**src/rtl/core/overlapping_fragment_splitter_assert.svh**
```systemverilog
// Assertion macros used by the fragment splitter RTL.
`ifndef OVERLAPPING_FRAGMENT_SPLITTER_ASSERT_SVH
`define OVERLAPPING_FRAGMENT_SPLITTER_ASSERT_SVH

// Same-cycle implication, checked on every rising clock edge outside reset.
`define OFS_ASSERT_IMPLIES(lbl, ante, cons, msg) \
  lbl: assert property (@(posedge clk_i) disable iff (!rst_ni) (ante) |-> (cons)) \
    else $error(msg);

// Next-cycle implication, checked on every rising clock edge outside reset.
`define OFS_ASSERT_NEXT(lbl, ante, cons, msg) \
  lbl: assert property (@(posedge clk_i) disable iff (!rst_ni) (ante) |=> (cons)) \
    else $error(msg);

`endif

```
**src/rtl/core/ofs_pkg.sv**
```systemverilog
// Package with types and constants of the overlapping fragment splitter.
package ofs_pkg;

  localparam int unsigned COORD_BITS = 32;
  localparam int unsigned MAX_PIECES = 64;
  localparam int unsigned CFG_W      = 32;
  localparam int unsigned CFG_IDX_W  = 1;
  localparam int unsigned PIECE_W    = $clog2(MAX_PIECES + 1);
  localparam int unsigned STEP_W     = $clog2(CFG_W);

  localparam logic [3:0] N_CODE = 4'hF;

  localparam logic OP_ENTRY = 1'b0;
  localparam logic OP_END   = 1'b1;

  localparam logic [CFG_IDX_W-1:0] REG_MIN_SPLIT = 1'd0;
  localparam logic [CFG_IDX_W-1:0] REG_OVERLAP   = 1'd1;

  typedef logic [COORD_BITS-1:0] coord_t;
  typedef logic [CFG_W-1:0]      word_t;

  typedef struct packed {
    logic        opcode;
    logic [31:0] entry_position;
    logic [31:0] run_len;
    logic [3:0]  base_code;
    logic [31:0] seq_length;
  } in_item_t;

  typedef struct packed {
    logic [31:0] frag_first;
    logic [31:0] frag_last;
    logic        last_of_run;
    logic        sequence_done;
    logic        split_capped;
  } out_item_t;

  typedef struct packed {
    logic  start;
    word_t dividend;
    word_t divisor;
  } div_req_t;

  typedef struct packed {
    logic  done;
    word_t quotient;
    word_t remainder;
  } div_rsp_t;

endpackage

```
**src/rtl/core/ofs_div.sv**
```systemverilog
// Bit-serial restoring divider, one quotient bit per cycle.
module ofs_div import ofs_pkg::*; (
  input  logic     clk_i,
  input  logic     rst_ni,
  input  div_req_t req_i,
  output div_rsp_t rsp_o
);

  logic              busy_q, busy_d;
  logic              done_q, done_d;
  logic [STEP_W-1:0] cnt_q, cnt_d;
  word_t             rem_q, rem_d;
  word_t             quo_q, quo_d;
  word_t             dvs_q, dvs_d;
  logic [CFG_W:0]    trial;
  logic [CFG_W:0]    diff;

  always_comb begin
    trial  = {rem_q, quo_q[CFG_W-1]};
    diff   = trial - {1'b0, dvs_q};
    busy_d = busy_q;
    done_d = 1'b0;
    cnt_d  = cnt_q;
    rem_d  = rem_q;
    quo_d  = quo_q;
    dvs_d  = dvs_q;
    if (req_i.start) begin
      busy_d = 1'b1;
      cnt_d  = '0;
      rem_d  = '0;
      quo_d  = req_i.dividend;
      dvs_d  = req_i.divisor;
    end else if (busy_q) begin
      if (!diff[CFG_W]) begin
        rem_d = diff[CFG_W-1:0];
      end else begin
        rem_d = trial[CFG_W-1:0];
      end
      quo_d = {quo_q[CFG_W-2:0], !diff[CFG_W]};
      cnt_d = cnt_q + 1'b1;
      if (cnt_q == STEP_W'(CFG_W - 1)) begin
        busy_d = 1'b0;
        done_d = 1'b1;
      end
    end
  end

  always_ff @(posedge clk_i or negedge rst_ni) begin
    if (!rst_ni) begin
      busy_q <= 1'b0;
      done_q <= 1'b0;
      cnt_q  <= '0;
    end else begin
      busy_q <= busy_d;
      done_q <= done_d;
      cnt_q  <= cnt_d;
    end
  end

  always_ff @(posedge clk_i) begin
    rem_q <= rem_d;
    quo_q <= quo_d;
    dvs_q <= dvs_d;
  end

  assign rsp_o.done      = done_q;
  assign rsp_o.quotient  = quo_q;
  assign rsp_o.remainder = rem_q;

endmodule

```
**src/rtl/core/overlapping_fragment_splitter.sv**
```systemverilog
// Top level of the overlapping fragment splitter.
// A split segment runs through two serial divisions on one shared divider before its first
// beat, then gives one piece per cycle while the output is not stalled.
// A whole fragment comes without a division, or after the first division when it gives no
// piece; the input is ready again in the cycle after the last beat, at once without one.
// Reset clears the two configuration registers to zero, the cursor to one and the output beat.
module overlapping_fragment_splitter import ofs_pkg::*; (
  input  logic                 clk_i,
  input  logic                 rst_ni,
  input  logic                 cfg_we_i,
  input  logic [CFG_IDX_W-1:0] cfg_index_i,
  input  word_t                cfg_wdata_i,
  input  logic                 in_valid_i,
  output logic                 in_ready_o,
  input  in_item_t             in_data_i,
  output logic                 out_valid_o,
  input  logic                 out_ready_i,
  output out_item_t            out_data_o
);

  localparam logic [2:0] S_IDLE   = 3'd0;
  localparam logic [2:0] S_PREP   = 3'd1;
  localparam logic [2:0] S_DIV1   = 3'd2;
  localparam logic [2:0] S_NSET   = 3'd3;
  localparam logic [2:0] S_MUL    = 3'd4;
  localparam logic [2:0] S_DIV2   = 3'd5;
  localparam logic [2:0] S_EMIT   = 3'd6;
  localparam logic [2:0] S_SINGLE = 3'd7;

  logic [2:0]         state_q, state_d;
  word_t              msl_q, msl_d;
  word_t              ov_q, ov_d;
  coord_t             cursor_q, cursor_d;
  logic               frag_q, frag_d;
  logic               done_q, done_d;
  coord_t             seg_s_q, seg_s_d;
  coord_t             seg_e_q, seg_e_d;
  coord_t             len_q, len_d;
  logic [PIECE_W-1:0] n_q, n_d;
  logic               capped_q, capped_d;
  coord_t             q_q, q_d;
  logic [PIECE_W-1:0] r_q, r_d;
  logic [PIECE_W-1:0] idx_q, idx_d;
  coord_t             pos_q, pos_d;
  logic               out_valid_q, out_valid_d;
  out_item_t          out_q, out_d;

  div_req_t div_req;
  div_rsp_t div_rsp;

  logic                       in_acc;
  logic                       out_free;
  coord_t                     epos, run, parent, ns, ne, nxt;
  coord_t                     len, ov_c, uniq, plen, fs, fe;
  logic [PIECE_W-1:0]         nm1;
  logic [CFG_W+PIECE_W-1:0]   prod_full;
  logic                       last;

  ofs_div u_div (
    .clk_i  (clk_i),
    .rst_ni (rst_ni),
    .req_i  (div_req),
    .rsp_o  (div_rsp)
  );

  assign in_ready_o  = (state_q == S_IDLE);
  assign in_acc      = in_valid_i && in_ready_o;
  assign out_free    = !out_valid_q || out_ready_i;
  assign out_valid_o = out_valid_q;
  assign out_data_o  = out_q;

  always_comb begin
    epos      = in_data_i.entry_position[COORD_BITS-1:0];
    run       = in_data_i.run_len[COORD_BITS-1:0];
    parent    = in_data_i.seq_length[COORD_BITS-1:0];
    ns        = epos + 1'b1;
    ne        = epos + run;
    nxt       = ne + 1'b1;
    ov_c      = ov_q[COORD_BITS-1:0];
    len       = seg_e_q - seg_s_q + 1'b1;
    nm1       = n_q - 1'b1;
    prod_full = (CFG_W + PIECE_W)'(ov_q) * (CFG_W + PIECE_W)'(nm1);
    uniq      = len_q - prod_full[COORD_BITS-1:0];
    last      = (PIECE_W'(idx_q + 1'b1) == n_q);
    plen      = q_q + coord_t'(idx_q < r_q) + (last ? coord_t'(0) : ov_c);
    fs        = seg_s_q + pos_q;
    fe        = fs + plen - 1'b1;

    state_d     = state_q;
    msl_d       = msl_q;
    ov_d        = ov_q;
    cursor_d    = cursor_q;
    frag_d      = frag_q;
    done_d      = done_q;
    seg_s_d     = seg_s_q;
    seg_e_d     = seg_e_q;
    len_d       = len_q;
    n_d         = n_q;
    capped_d    = capped_q;
    q_d         = q_q;
    r_d         = r_q;
    idx_d       = idx_q;
    pos_d       = pos_q;
    out_valid_d = out_valid_q && !out_ready_i;
    out_d       = out_q;
    div_req     = '0;

    if (cfg_we_i) begin
      unique case (cfg_index_i)
        REG_MIN_SPLIT: msl_d = cfg_wdata_i;
        REG_OVERLAP:   ov_d  = cfg_wdata_i;
        default:       msl_d = msl_q;
      endcase
    end

    unique case (state_q)
      S_IDLE: begin
        if (in_acc) begin
          if (in_data_i.opcode == OP_END) begin
            done_d   = 1'b1;
            cursor_d = coord_t'(1);
            frag_d   = 1'b0;
            if (parent != '0) begin
              if (msl_q == '0) begin
                seg_s_d = coord_t'(1);
                seg_e_d = parent;
                state_d = S_SINGLE;
              end else if (cursor_q <= parent) begin
                seg_s_d = cursor_q;
                seg_e_d = parent;
                state_d = S_PREP;
              end else if (!frag_q) begin
                seg_s_d = coord_t'(1);
                seg_e_d = parent;
                state_d = S_SINGLE;
              end
            end
          end else if (msl_q != '0 && in_data_i.base_code == N_CODE) begin
            done_d = 1'b0;
            if (ns > cursor_q) begin
              seg_s_d = cursor_q;
              seg_e_d = ns - 1'b1;
              frag_d  = 1'b1;
              state_d = S_PREP;
            end
            if (nxt > cursor_q) begin
              cursor_d = nxt;
            end
          end
        end
      end
      S_PREP: begin
        len_d = len;
        if (word_t'(len) > ov_q && msl_q > ov_q) begin
          div_req.start    = 1'b1;
          div_req.dividend = word_t'(len) - ov_q;
          div_req.divisor  = msl_q - ov_q;
          state_d          = S_DIV1;
        end else begin
          state_d = S_SINGLE;
        end
      end
      S_DIV1: begin
        if (div_rsp.done) begin
          state_d = S_NSET;
        end
      end
      S_NSET: begin
        if (div_rsp.quotient == '0) begin
          state_d = S_SINGLE;
        end else begin
          if (div_rsp.quotient > word_t'(MAX_PIECES)) begin
            n_d      = PIECE_W'(MAX_PIECES);
            capped_d = 1'b1;
          end else begin
            n_d      = div_rsp.quotient[PIECE_W-1:0];
            capped_d = 1'b0;
          end
          state_d = S_MUL;
        end
      end
      S_MUL: begin
        div_req.start    = 1'b1;
        div_req.dividend = word_t'(uniq);
        div_req.divisor  = word_t'(n_q);
        state_d          = S_DIV2;
      end
      S_DIV2: begin
        if (div_rsp.done) begin
          q_d     = div_rsp.quotient[COORD_BITS-1:0];
          r_d     = div_rsp.remainder[PIECE_W-1:0];
          idx_d   = '0;
          pos_d   = '0;
          state_d = S_EMIT;
        end
      end
      S_EMIT: begin
        if (out_free) begin
          out_valid_d         = 1'b1;
          out_d.frag_first    = 32'(fs);
          out_d.frag_last     = 32'(fe);
          out_d.last_of_run   = last;
          out_d.sequence_done = last && done_q;
          out_d.split_capped  = capped_q;
          pos_d               = pos_q + plen - ov_c;
          idx_d               = idx_q + 1'b1;
          if (last) begin
            state_d = S_IDLE;
          end
        end
      end
      S_SINGLE: begin
        if (out_free) begin
          out_valid_d         = 1'b1;
          out_d.frag_first    = 32'(seg_s_q);
          out_d.frag_last     = 32'(seg_e_q);
          out_d.last_of_run   = 1'b1;
          out_d.sequence_done = done_q;
          out_d.split_capped  = 1'b0;
          state_d             = S_IDLE;
        end
      end
      default: state_d = S_IDLE;
    endcase
  end

  always_ff @(posedge clk_i or negedge rst_ni) begin
    if (!rst_ni) begin
      state_q     <= S_IDLE;
      msl_q       <= '0;
      ov_q        <= '0;
      cursor_q    <= coord_t'(1);
      frag_q      <= 1'b0;
      done_q      <= 1'b0;
      out_valid_q <= 1'b0;
    end else begin
      state_q     <= state_d;
      msl_q       <= msl_d;
      ov_q        <= ov_d;
      cursor_q    <= cursor_d;
      frag_q      <= frag_d;
      done_q      <= done_d;
      out_valid_q <= out_valid_d;
    end
  end

  always_ff @(posedge clk_i) begin
    seg_s_q  <= seg_s_d;
    seg_e_q  <= seg_e_d;
    len_q    <= len_d;
    n_q      <= n_d;
    capped_q <= capped_d;
    q_q      <= q_d;
    r_q      <= r_d;
    idx_q    <= idx_d;
    pos_q    <= pos_d;
    out_q    <= out_d;
  end

`include "overlapping_fragment_splitter_assert.svh"

  `OFS_ASSERT_IMPLIES(a_done_is_last, out_valid_o && out_data_o.sequence_done,
    out_data_o.last_of_run, "Sequence end beat is not the last beat of its item.")
  `OFS_ASSERT_IMPLIES(a_emit_index, state_q == S_EMIT, idx_q < n_q,
    "Piece index ran past the piece count.")
  `OFS_ASSERT_IMPLIES(a_capped_full, state_q == S_EMIT && capped_q,
    n_q == PIECE_W'(MAX_PIECES), "Capped segment does not use the full piece count.")
  `OFS_ASSERT_NEXT(a_end_clears, in_valid_i && in_ready_o && in_data_i.opcode == OP_END,
    cursor_q == coord_t'(1) && !frag_q, "End beat did not clear the sequence state.")

endmodule

```
**config.mk**
```make
export PLATFORM = sky130hd
export DESIGN_NAME = overlapping_fragment_splitter
export DESIGN_NICKNAME = d
export VERILOG_FILES = /design/src/rtl/core/ofs_pkg.sv /design/src/rtl/core/ofs_div.sv /design/src/rtl/core/overlapping_fragment_splitter.sv
export VERILOG_INCLUDE_DIRS = /design/src /design/src/rtl/core
export SDC_FILE = /design/constraint.sdc
export NUM_CORES = 2
export LEC_CHECK = 0
export ABC_AREA = 1
export ABC_CLOCK_PERIOD_IN_PS = 5800
export BUFFER_PORTS_ARGS = -buffer_cell sky130_fd_sc_hd__buf_2
export CORE_UTILIZATION = 30
export DETAILED_ROUTE_END_ITERATION = 8
export GPL_TIMING_DRIVEN = 0
export PLACE_DENSITY = 0.42
export SYNTH_ARGS = -nofsm -noshare
export SYNTH_HDL_FRONTEND = slang
export SYNTH_SLANG_ARGS = --single-unit
```
**constraint.sdc**
```tcl
create_clock -name clk_i -period 5.8 [get_ports clk_i]
set_input_delay 1.16 -clock clk_i [delete_from_list [all_inputs] [get_ports clk_i]]
set_output_delay 1.16 -clock clk_i [all_outputs]
set_load 0.01 [all_outputs]
```
==> flow_metrics.py <==
metrics = {
    "sta": {
        "hold_viol": 0,
        "worstMarginPinSlew_ps": 1190,
        "fin_crit_ps": 5640,
        "setup_violations": 0,
        "fin_worst_skew_ps": 55.5,
        "max_slew_margin_pct": 20.5,
        "period_share_pct": 97.2,
        "fmax_ghz": 0.177,
        "slew_violations": 0,
        "rsz0062_at_grt": "yes",
    },
    "critical_path": {
        "endpoint_kind": "register",
        "max_stage_delay_ps": 540,
        "critPathKind": "reg2reg",
        "start_kind": "register",
        "required_ps": 6190,
        "cpMostUsedCell": "fa_1",
        "cpLargestDelayFamily": "adder cells",
        "crit_path_top_delay_cell": "fa_1",
        "cp.arrival_ps": 6030,
        "crit_buf_inv": 8,
        "crit_fanout": 6,
    },
    "yosys": {
        "yosys-top-cells-area": "edfxtp_1 (20%), ha_1 (13%), nand2_1 (12%)",
        "synth_top_family_by_area": "simple AND/OR/NAND/NOR gates",
        "synth_nets": 7142,
        "synth_simple_gate_area_share_pct": 23.4,
        "synth_edf_count": 313,
        "synth_fa_ha_area_share_pct": 21.7,
        "synthMuxAreaShare_pct": 0,
        "synth_seq_cells": 454,
        "synth-compound-area-share_pct": 13.7,
        "synth-xor-area-share_pct": 4.60,
        "syn-cell-area_um2": 46800,
        "synth.top_cell.area_share_pct": 20.1,
        "syn_avg_cell_area_um2": 7.42,
        "synth_commonest_cells": "nand2_1 (1,497), inv_1 (1,029), nor2_1 (573), ha_1 (490), a21oi_1 (446)",
        "yosys_warnings": 0,
        "synth_top_area_cell": "edfxtp_1",
        "ys.flop_type": "edfxtp_1",
        "synth_cell_type_count": 59,
        "synth_most_common_cell": "nand2_1",
        "synth_cells": 6311,
        "async_flop_share_pct": 24.0,
        "ys_seq_area_share_pct": 27.3,
    },
    "cts": {
        "clk_path_buf_depth": 3,
        "clk_pin_slew_ps": 60,
        "htreeDepth": 2,
        "cts-root-buf": "clkbuf_16",
        "cts_buffers": 61,
        "cts_hold_buf": 0,
        "clk_latency_ps": 720,
        "cts_sinks": 454,
        "cts_tree": "yes",
    },
    "place": {
        "gp_congestion": 1.00,
        "io_buffers": 206,
        "dpl.cell_count": 8569,
        "dp_hpwl_um": 167000,
    },
    "route": {
        "drt_wl_total_um": 200000,
        "ant_nets": 0,
        "drc": 10,
        "vias": 44000,
        "via_per_inst": 5.02,
        "first_pass_iters": 8,
        "drtIter0Drc": 3293,
        "wl_per_cell_um": 22.9,
    },
    "status": {
        "outcome": "finished with violations",
        "violations": "DRC",
    },
    "finish": {
        "area_delta_synth_final_pct": 18.7,
        "final_nets": 7504,
        "instances_no_fill": 8770,
        "drive_gt1_share_pct": 12.7,
        "fill_cells": 16400,
    },
    "grt": {
        "grt_pass1_wl_um": 289000,
        "grt.overflow.total": 0,
        "grt_pass1_vias": 43600,
        "grtUsageTotal_pct": 24.9,
        "grt_max_degree": 65,
        "antenna_found_initial": 7,
    },
    "floorplan": {
        "die-area_um2": 158000,
        "start_util_pct": 30.3,
        "fp.dieH_um": 397,
        "num_rows": 144,
        "io_pins": 208,
        "core_area_um2": 154000,
        "die_w_um": 397,
    },
    "hold_path": {
        "hold_class": "in2async",
    },
    "job": {
        "drv_cap": 0,
    },
}
==> state kept, by name (all words and copies together), names as in the netlist <==
name / cells
u_div.quo_q: 32
pos_q: 32
state_q: 3
u_div.rem_q: 32
len_q: 32
out_valid_o: 1
u_div.done_q: 1
seg_e_q: 32
idx_q: 7
u_div.dvs_q: 32
cursor_q: 32
msl_q: 32
frag_q: 1
u_div.busy_q: 1
u_div.cnt_q: 5
done_q: 1
ov_c: 32
out_data_o: 67
seg_s_q: 32
capped_q: 1
n_q: 7
r_q: 7
q_q: 32
==> worst paths after layout <==
check,from,to,slack [ps],cells past startpoint
hold / removal,rst_ni,u_div.busy_q$_DFF_PN0_,440,1
setup / recovery,n_q[0]$_SDFFCE_PP0P_,u_div.quo_q[20]$_DFFE_PP_,160,28
max in group asynchronous,rst_ni,ov_c[15]$_DFFE_PN0P_,4640,2
setup reg to reg,n_q[0]$_SDFFCE_PP0P_,u_div.quo_q[20]$_DFFE_PP_,160,28
hold reg to reg,u_div.rem_q[10]$_SDFFE_PP0P_,u_div.rem_q[10]$_SDFFE_PP0P_,470,2
min in group clk_i,u_div.rem_q[10]$_SDFFE_PP0P_,u_div.rem_q[10]$_SDFFE_PP0P_,470,2
==> cell usage in the layout (no fill, tap or decap), types with 74 or more instances in the layout <==
cell type,n
xor2_1,146
buf_4,88
nand4_1,74
o21ai_0,363
ha_1,428
buf_2,217
edfxtp_1,313
dfrtp_1,108
nand2_1,1437
inv_1,1004
nand3_1,258
nor3_1,83
a21oi_1,396
nor2_1,552
fa_1,199
==> layout make-up <==
type	instances	area (um^2)	share of cell area [%]
Tap cell	2044	2560	4.60
Buffer	100	591	1.06
Inverter	1041	3950	7.12
Multi-Input combinational cell	4714	31700	57.0
Antenna cell	1	2.50	0.00450
Sequential cell	454	12800	23.0
Clock inverter	43	420	0.757
Clock buffer	72	1630	2.93
Timing Repair Buffer	301	1940	3.49
==> worst reg2reg max path: cells and delay by family (launching register included) <==
family	cells	cell delay (ps)
DFF	1	460
adders and majority gates	6	2590
and+or+nand+nor	9	880
buffers and inverters	8	690
AOI/OAI and AO/OA	5	700
==> stage by stage <==
| step | hold WS, ps | area, um^2 | setup WS, ps | utilization, % | setup TNS (ps) |
|---|---|---|---|---|---|
| floorplan | 426 | 46800 | 202 | - | 0 |
| global placement | 461 | 50400 | -1990 | 32.6 | -439290 |
| detailed placement | 469 | 50600 | -1890 | 32.8 | -212770 |
| CTS | 404 | 53600 | 3.93 | 34.7 | 0 |
| global route | 435 | 55600 | -109 | 36.0 | -780 |
| finish | 440 | 55600 | 162 | 36.0 | 0 |
==> logic make-up (layout without fill, tap and decap cells) <==
kind of cell | Yosys count | in the layout
adders and majority gates | 692 | 692
AOI/OAI and AO/OA | 1145 | 1145
buffers and inverters | 1143 | 1557
other | 0 | 1
xor gates and xnor gates | 243 | 243
DFF | 454 | 454
and+or+nand+nor | 2634 | 2634
==> timing repair <==
item                       in CTS  in global routing
buffers inserted               33                 52
pin swaps                      28                122
setup endpoints to repair     238                201
resized for setup             206                334
hold endpoints to repair        0                  0
gates cloned                    0                  2
==> routing by layer <==
| metal | share of wire (%) | up-vias | global-route usage (%) |
|---|---|---|---|
| met5 | 0.014 | - | 0 |
| met3 | 4.1 | 240 | 2.26 |
| met2 | 47 | 1084 | 42.6 |
| met1 | 45 | 21200 | 32.9 |
| met4 | 3.7 | 4 | 7.66 |
| li1 | - | 21500 | - |
Power is left out: the tool's default activity adds up to more than one toggle a clock period on the data nets, which glitch-free logic cannot reach.
